--- src/bat_pkg.sv ---
package bat_pkg;

    typedef enum logic [2:0] {
        MODE_APPEND = 3'd0,
        MODE_INSERT = 3'd1,
        MODE_DELETE = 3'd2,
        MODE_EDIT   = 3'd3,
        MODE_READ   = 3'd4,
        MODE_SEARCH = 3'd5
    } t_mode;

    typedef enum logic [1:0] {
        ST_OK       = 2'd0,
        ST_FULL     = 2'd1,
        ST_BADIDX   = 2'd2,
        ST_NOTFOUND = 2'd3
    } t_status;

    typedef enum logic [1:0] {
        CELL_HOLD  = 2'd0,
        CELL_LOAD  = 2'd1,
        CELL_LEFT  = 2'd2,
        CELL_RIGHT = 2'd3
    } t_cell_op;

    typedef struct packed {
        t_mode              mode;
        logic [3:0]         index;
        logic signed [31:0] value;
    } t_cmd;

    typedef struct packed {
        t_status            status;
        logic signed [31:0] read_value;
        logic [3:0]         found_position;
        logic [4:0]         element_count;
    } t_res;

    typedef struct packed {
        t_cell_op op;
        logic     tok_load;
    } t_cell_ctl;

endpackage

--- src/bounded_array_table.sv ---
// bounded_array_table: dense table of signed 32-bit words held in a row of cells.
// command channel: a transaction is taken at a rising edge with start high and
// busy low; i_cmd carries mode, index and value.
// result channel: o_valid is high for exactly one cycle with o_res; the receiver
// cannot stall, so every result must be taken in the cycle it is shown.
// append, insert, delete, edit, read and unused modes never raise busy: the
// result appears in the cycle after acceptance and busy stays low, so such
// commands can be issued every cycle.
// search sends a token down the cell row, one cell per cycle, comparing the key
// against that cell; busy stays high until a match is found or every stored entry
// has been compared, and the result is shown in the same cycle that busy falls.
// configuration: i_cfg_we writes the capacity register from i_cfg_wdata; the user must
// write it only while no transaction is in flight, the block does not enforce this.
// reset (synchronous, active low): table empty, capacity 16, no search running,
// no result pending.
module bounded_array_table #(
    parameter int DEPTH = 16
) (
    input  logic          i_clk,
    input  logic          i_rst_n,
    input  logic          start,
    output logic          busy,
    input  bat_pkg::t_cmd i_cmd,
    output logic          o_valid,
    output bat_pkg::t_res o_res,
    input  logic          i_cfg_we,
    input  logic [4:0]    i_cfg_wdata
);

    localparam int CW = $clog2(DEPTH + 1);
    localparam int WW = (CW > 5) ? CW : 5;

    logic [4:0]          r_cap;
    logic [CW-1:0]       r_cnt;
    logic [CW-1:0]       n_cnt;
    logic                r_busy;
    logic                n_busy;
    logic [CW-1:0]       r_scan;
    logic [CW-1:0]       n_scan;
    logic signed [31:0]  r_key;
    logic signed [31:0]  n_key;
    logic                r_valid;
    logic                n_valid;
    bat_pkg::t_res       r_res;
    bat_pkg::t_res       n_res;

    logic                accept;
    logic                full;
    logic                hit;
    logic                finish;
    logic                shift_en;
    logic [4:0]          cap_lo;
    logic [WW-1:0]       cnt_w;
    logic [WW-1:0]       idx_w;
    logic signed [31:0]  rd_or;

    logic signed [31:0]  w_data [DEPTH];
    logic [DEPTH-1:0]    w_tok;
    logic [DEPTH-1:0]    w_hit;
    bat_pkg::t_cell_ctl  w_ctl [DEPTH];

    assign accept   = start && !r_busy;
    assign cap_lo   = (r_cap == 5'd0) ? 5'd1 : r_cap;
    assign cnt_w    = WW'(r_cnt);
    assign idx_w    = WW'(i_cmd.index);
    assign full     = (cnt_w >= WW'(cap_lo)) || (cnt_w >= WW'(DEPTH));
    // a match only counts on a cell that holds a stored entry
    assign hit      = (|w_hit) && (WW'(r_scan) < cnt_w);
    assign finish   = r_busy && (hit || (WW'(r_scan) >= cnt_w));
    assign shift_en = r_busy && !finish;

    genvar gi;
    generate
        for (gi = 0; gi < DEPTH; gi++) begin : g_cell
            logic [WW-1:0]      pos;
            logic signed [31:0] left_d;
            logic signed [31:0] right_d;
            logic               tok_in;

            assign pos = WW'(gi);

            if (gi == 0) begin : g_first
                assign left_d = '0;
                assign tok_in = 1'b1;
            end else begin : g_mid
                assign left_d = w_data[gi-1];
                assign tok_in = w_tok[gi-1];
            end

            if (gi == DEPTH - 1) begin : g_last
                assign right_d = '0;
            end else begin : g_inner
                assign right_d = w_data[gi+1];
            end

            always_comb begin
                w_ctl[gi].op       = bat_pkg::CELL_HOLD;
                w_ctl[gi].tok_load = (gi == 0) ? (accept && i_cmd.mode == bat_pkg::MODE_SEARCH)
                                               : shift_en;
                if (accept) begin
                    case (i_cmd.mode)
                        bat_pkg::MODE_APPEND: begin
                            if (!full && pos == cnt_w)
                                w_ctl[gi].op = bat_pkg::CELL_LOAD;
                        end
                        bat_pkg::MODE_INSERT: begin
                            if (!full && idx_w <= cnt_w) begin
                                if (pos == idx_w)
                                    w_ctl[gi].op = bat_pkg::CELL_LOAD;
                                else if (pos > idx_w && pos <= cnt_w)
                                    w_ctl[gi].op = bat_pkg::CELL_LEFT;
                            end
                        end
                        bat_pkg::MODE_DELETE: begin
                            if (idx_w < cnt_w && pos >= idx_w && (pos + WW'(1)) < cnt_w)
                                w_ctl[gi].op = bat_pkg::CELL_RIGHT;
                        end
                        bat_pkg::MODE_EDIT: begin
                            if (idx_w < cnt_w && pos == idx_w)
                                w_ctl[gi].op = bat_pkg::CELL_LOAD;
                        end
                        default: begin
                            w_ctl[gi].op = bat_pkg::CELL_HOLD;
                        end
                    endcase
                end
            end

            bat_cell u_cell (
                .i_clk   (i_clk),
                .i_rst_n (i_rst_n),
                .i_ctl   (w_ctl[gi]),
                .i_left  (left_d),
                .i_right (right_d),
                .i_load  (i_cmd.value),
                .i_key   (r_key),
                .i_tok   (tok_in),
                .o_data  (w_data[gi]),
                .o_tok   (w_tok[gi]),
                .o_hit   (w_hit[gi])
            );
        end
    endgenerate

    // one-hot select of the addressed cell
    always_comb begin
        rd_or = '0;
        for (int i = 0; i < DEPTH; i++) begin
            if (WW'(i) == idx_w)
                rd_or = rd_or | w_data[i];
        end
    end

    always_comb begin
        n_cnt   = r_cnt;
        n_busy  = r_busy;
        n_scan  = r_scan;
        n_key   = r_key;
        n_valid = 1'b0;
        n_res   = r_res;

        if (r_busy) begin
            n_scan = r_scan + CW'(1);
            if (finish) begin
                n_busy                  = 1'b0;
                n_valid                 = 1'b1;
                n_res.status            = hit ? bat_pkg::ST_OK : bat_pkg::ST_NOTFOUND;
                n_res.read_value        = '0;
                n_res.found_position    = hit ? 4'(r_scan) : 4'd0;
                n_res.element_count     = 5'(r_cnt);
            end
        end else if (accept) begin
            n_res.status         = bat_pkg::ST_OK;
            n_res.read_value     = '0;
            n_res.found_position = 4'd0;
            n_valid              = 1'b1;
            case (i_cmd.mode)
                bat_pkg::MODE_APPEND: begin
                    if (full)
                        n_res.status = bat_pkg::ST_FULL;
                    else
                        n_cnt = r_cnt + CW'(1);
                end
                bat_pkg::MODE_INSERT: begin
                    if (full)
                        n_res.status = bat_pkg::ST_FULL;
                    else if (idx_w > cnt_w)
                        n_res.status = bat_pkg::ST_BADIDX;
                    else
                        n_cnt = r_cnt + CW'(1);
                end
                bat_pkg::MODE_DELETE: begin
                    if (idx_w >= cnt_w)
                        n_res.status = bat_pkg::ST_BADIDX;
                    else
                        n_cnt = r_cnt - CW'(1);
                end
                bat_pkg::MODE_EDIT: begin
                    if (idx_w >= cnt_w)
                        n_res.status = bat_pkg::ST_BADIDX;
                end
                bat_pkg::MODE_READ: begin
                    if (idx_w >= cnt_w)
                        n_res.status = bat_pkg::ST_BADIDX;
                    else
                        n_res.read_value = rd_or;
                end
                bat_pkg::MODE_SEARCH: begin
                    n_valid = 1'b0;
                    n_busy  = 1'b1;
                    n_scan  = '0;
                    n_key   = i_cmd.value;
                end
                default: begin
                    n_res.status = bat_pkg::ST_OK;
                end
            endcase
            n_res.element_count = 5'(n_cnt);
        end
    end

    always_ff @(posedge i_clk) begin
        r_res  <= n_res;
        r_scan <= n_scan;
        r_key  <= n_key;
        if (!i_rst_n) begin
            r_cap   <= 5'd16;
            r_cnt   <= '0;
            r_busy  <= 1'b0;
            r_valid <= 1'b0;
        end else begin
            if (i_cfg_we) begin
                r_cap <= i_cfg_wdata;
            end
            r_cnt   <= n_cnt;
            r_busy  <= n_busy;
            r_valid <= n_valid;
        end
    end

    assign busy    = r_busy;
    assign o_valid = r_valid;
    assign o_res   = r_res;

`ifndef SYNTHESIS
    a_cnt_bound: assert property (@(posedge i_clk) disable iff (!i_rst_n)
        WW'(r_cnt) <= WW'(DEPTH))
        else $error("element count above depth");

    a_one_token: assert property (@(posedge i_clk) disable iff (!i_rst_n)
        $onehot0(w_tok))
        else $error("more than one search token in the cell row");

    a_token_busy: assert property (@(posedge i_clk) disable iff (!i_rst_n)
        (|w_tok) |-> r_busy)
        else $error("search token alive while not busy");

    a_search_done: assert property (@(posedge i_clk) disable iff (!i_rst_n)
        ($fell(r_busy) && $past(i_rst_n)) |-> r_valid)
        else $error("search ended without a result");

    a_cnt_change: assert property (@(posedge i_clk) disable iff (!i_rst_n)
        ($past(i_rst_n) && r_cnt != $past(r_cnt)) |-> r_valid)
        else $error("element count changed without a transaction result");
`endif

endmodule

--- src/bat_cell.sv ---
module bat_cell (
    input  logic                i_clk,
    input  logic                i_rst_n,
    input  bat_pkg::t_cell_ctl  i_ctl,
    input  logic signed [31:0]  i_left,
    input  logic signed [31:0]  i_right,
    input  logic signed [31:0]  i_load,
    input  logic signed [31:0]  i_key,
    input  logic                i_tok,
    output logic signed [31:0]  o_data,
    output logic                o_tok,
    output logic                o_hit
);

    logic signed [31:0] r_data;
    logic signed [31:0] n_data;
    logic               r_tok;
    logic               n_tok;

    always_comb begin
        case (i_ctl.op)
            bat_pkg::CELL_LOAD:  n_data = i_load;
            bat_pkg::CELL_LEFT:  n_data = i_left;
            bat_pkg::CELL_RIGHT: n_data = i_right;
            default:             n_data = r_data;
        endcase
        n_tok = i_ctl.tok_load & i_tok;
    end

    always_ff @(posedge i_clk) begin
        r_data <= n_data;
        if (!i_rst_n) begin
            r_tok <= 1'b0;
        end else begin
            r_tok <= n_tok;
        end
    end

    assign o_data = r_data;
    assign o_tok  = r_tok;
    assign o_hit  = r_tok && (r_data == i_key);

endmodule
--- config.mk ---
export PLATFORM = sky130hd
export DESIGN_NAME = bounded_array_table
export DESIGN_NICKNAME = d
export VERILOG_FILES = /design/src/bat_pkg.sv /design/src/bounded_array_table.sv /design/src/bat_cell.sv
export SDC_FILE = /design/constraint.sdc
export NUM_CORES = 2
export LEC_CHECK = 0
export BUFFER_PORTS_ARGS = -buffer_cell sky130_fd_sc_hd__buf_2
export CORE_ASPECT_RATIO = 2
export CORE_UTILIZATION = 35
export CTS_BUF_LIST = sky130_fd_sc_hd__clkbuf_16
export DETAILED_ROUTE_END_ITERATION = 16
export SLEW_MARGIN = 20
export SYNTH_ARGS = -nofsm -noshare
export SYNTH_HDL_FRONTEND = slang
export SYNTH_SLANG_ARGS = --single-unit
export TNS_END_PERCENT = 10
--- constraint.sdc ---
create_clock -name i_clk -period 16.1 [get_ports i_clk]
set_input_delay 2.415 -clock i_clk [delete_from_list [all_inputs] [get_ports i_clk]]
set_output_delay 2.415 -clock i_clk [all_outputs]
set_load 0.005 [all_outputs]
==> reports/qor.csv <==
stage,metric,value,unit
clock_tree,path_clk_slew,0.07,ns
timing,period_share,39.65,%
floorplanning,coreArea,0.1243,sq mm
hold_path,holdCritPathClass,reg -> reg,
setup_path,path_max_fanout,44,
clock_tree,root_buffer,clkbuf_16,
logic_synthesis,synth_seq_cells,620,
finish,final_cell_mix,"edfxtp_1, nor2_1, o21ai_0",
clock_tree,cts-htree-levels,3,
global_routing,grtUsageTotal,44.74,%
run,maxCapViolations,1,
route,wl_per_cell,44.56,um
logic_synthesis,avgSynthCellArea,9.030,sq um
floorplanning,start_util,35.24,%
hold_path,whs_path_depth,2,
timing,grt_setup_unrepaired,false,
finish,layout.nets,4708,
clock_tree,cts_sinks,620,
floorplanning,ios,93,
route,wl_met2,133200,um
setup_path,worst-r2r-cell-count,11,
clock_tree,postCtsHoldBufs,0,
route,vias,46510,
route,top_layer_used,met5,
setup_path,critPathKind,in -> reg,
power,vdd_drop_max,78.14,uV
logic_synthesis,async_reset_ff_share,0,%
logic_synthesis,ys_warn_count,0,
timing,finClkSkew,0.02718,ns
logic_synthesis,yosysUniqueCellTypes,81,
route,routed_wirelength,284100,um
status,status,finished with violations,
route,route.layer.met1.wl,84680,um
clock_tree,cts_tree,yes,
clock_tree,post_cts_resized,0,
place,numPortBuffers,92,
logic_synthesis,synth-simple-area-share,17.37,%
logic_synthesis,synth_area,0.04381,sq mm
timing,slew_violations,3,
finish,final_common_cell,edfxtp_1,
place,dp_hpwl,215700,um
global_routing,grt_max_degree,66,
finish,area_delta_synth_final,11.00,%
finish,drive_gt1_share,11.44,%
route,dr_wl_met3,27590,um
global_routing,antenna_found_initial,24,
route,ant_nets,0,
timing,worst_pin_slew,2.033,ns
timing,hold_violations,0,
global_routing,grt_overflow,0,
global_routing,grt_pass1_vias,43620,
floorplanning,die-area,0.1267,sq mm
clock_tree,cts-buffers-inserted,69,
timing,setup_viol,0,
global_routing,grt_first_pass_wirelength,386000,um
logic_synthesis,synth_top_flop_cell,edfxtp_1,
logic_synthesis,yosysSeqAreaShare,41.86,%
logic_synthesis,synth-xor-area-share,10.08,%
floorplanning,die_width,252.2,um
route,avgViaCountPerCell,7.296,
timing,finalSetupTns,0,ns
power,leakagePower,15.10,nW
route,dr.first_iter.drc_count,7138,
setup_path,endpoint_kind,flip-flop,
power,power_density,83.16,mW/mm^2
logic_synthesis,synth_top_family_by_area,compound AO/OA/AOI/OAI gates,
setup_path,arrival,6.69,ns
timing,fin_crit,6.384,ns
clock_tree,postCtsSetupRepairBufs,0,
setup_path,cp-start-kind,input pin,
timing,holdWs,0.5039,ns
clock_tree,clk_latency,0.70,ns
clock_tree,ctsLongestPathBuffers,3,
logic_synthesis,synth-edff-count,592,
setup_path,cp_data_required_time,16.41,ns
floorplanning,rows,183,
finish,n_fill_cell,12450,
logic_synthesis,synth_fa_ha_area_share,0.5712,%
timing,slew_headroom,-36.50,%
logic_synthesis,netlist_instances,4852,
route,drc_errors,0,
floorplanning,die-height,502.4,um
place,place.gp.congestion,1.202,
logic_synthesis,synth-compound-area-share,23.64,%
logic_synthesis,synth_nets,4920,
route,dr.pass1.iters,8,
timing,fmax,0.1566,GHz
logic_synthesis,synthMuxAreaShare,0.9396,%
status,violations,"max-capacitance violations, max-slew violations",
per-layer routing:
layer,vias up,global-route usage [%]
li1,18390,-
met1,22760,43.18
met2,3942,73.12
met3,1406,13.61
met4,10,47.64
met5,-,0.3861
where the power goes:
part / total [W] / internal [W] / leakage [nW] / switching, W
sequential: 0.00182 / 0.00180 / 5.62 / 0.0000222
clock: 0.00172 / 0.000943 / 1.14 / 0.000773
combinational: 0.000509 / 0.000140 / 8.34 / 0.000368
total: 0.00404 / 0.00288 / 15.1 / 0.00116
final timing paths:
kind                                         startpoint                          end  slack [ns]
worst min register to register  g_cell[11].u_cell.o_tok      g_cell[12].u_cell.o_tok        0.50
worst max register to register                 cnt_w[1]  g_cell[5].u_cell.o_data[18]       10.70
worst min-delay path            g_cell[11].u_cell.o_tok      g_cell[12].u_cell.o_tok        0.50
worst max-delay path                          i_cmd[33]  g_cell[5].u_cell.o_data[18]        9.72
state kept, by name (all words and copies together) (netlist names):
register and count:
busy 1, cnt_w 5, o_valid 1, r_key 32, r_scan 5, r_cap 5, g_cell.u_cell.o_data 512, o_res 43
g_cell.u_cell.o_tok 16
Yosys cell counts, types with 17 or more instances:
| master | instances | area [sq um] |
|---|---|---|
| o21ai_0 | 476 | 2382 |
| o31a_1 | 47 | 411.6 |
| ha_1 | 20 | 250.2 |
| a41oi_1 | 133 | 1165 |
| o21ai_1 | 17 | 85.08 |
| nand2b_1 | 31 | 193.9 |
| dfxtp_1 | 28 | 560.5 |
| buf_1 | 28 | 105.1 |
| edfxtp_1 | 592 | 17780 |
| a21oi_1 | 195 | 975.9 |
| nand2_1 | 87 | 326.6 |
| buf_2 | 100 | 500.5 |
| xor2_1 | 201 | 1760 |
| a221oi_1 | 90 | 788.3 |
| nand4_1 | 342 | 2140 |
| mux2_2 | 33 | 371.6 |
| nor4_1 | 125 | 782.0 |
| clkbuf_1 | 407 | 1528 |
| inv_1 | 63 | 236.5 |
| nor2_1 | 515 | 1933 |
| a22oi_1 | 77 | 578.1 |
| a31oi_1 | 322 | 2014 |
| a22o_1 | 124 | 1086 |
| xnor2_1 | 303 | 2654 |
| and3_1 | 73 | 456.7 |
| nor3_1 | 41 | 205.2 |
| nand3_1 | 172 | 860.8 |
area by class of cell:
type                       instances  area, sq um  share of cell area [%]
inverter                          67        251.5                  0.5171
sequential                       620        18340                   37.71
multi-input combinational       3624        23890                   49.13
antenna                           17        42.54                 0.08748
timing repair buffer             258         1744                   3.587
clock inverter                    52        479.2                  0.9854
tap                             1665         2083                   4.284
clock buffer                      72         1802                   3.705
cell families after synthesis:
family	count (synthesis)
AO/OA/AOI/OAI	1580
multiplexers	37
flip-flops	620
adder cells (fa/ha/maj)	20
XOR/XNOR	504
AND/OR/NAND/NOR	1483
buffers and inverters	608
critical path, stage by stage:
cell and delay (ns):
buf_2 0.26, ha_1 0.30, nor2b_1 0.16, o21ai_1 0.43, a21oi_1 0.34, a2111oi_4 0.39, buf_4 0.58, o21a_2 0.70
o21ai_0 0.21, nand2b_2 0.77
through the flow:
| step | instance area [sq um] | std cells | utilization [%] | power (W) | setup slack (ns) |
|---|---|---|---|---|---|
| final | 48630 | 6375 | 39.11 | 0.004044 | 9.716 |
| after global routing | 48600 | 6364 | 39.09 | 0.004105 | 9.607 |
| after CTS | 48230 | 6349 | 38.79 | 0.004008 | 9.503 |
| after detailed placement | 45950 | 6225 | 36.95 | 0.002327 | 8.811 |
| after global placement | 45950 | 6225 | 36.95 | 0.002321 | 8.884 |
| after floorplan | 43810 | 4852 | - | 0.002115 | 9.326 |
Note: power is estimated with default switching activity, not from simulation.
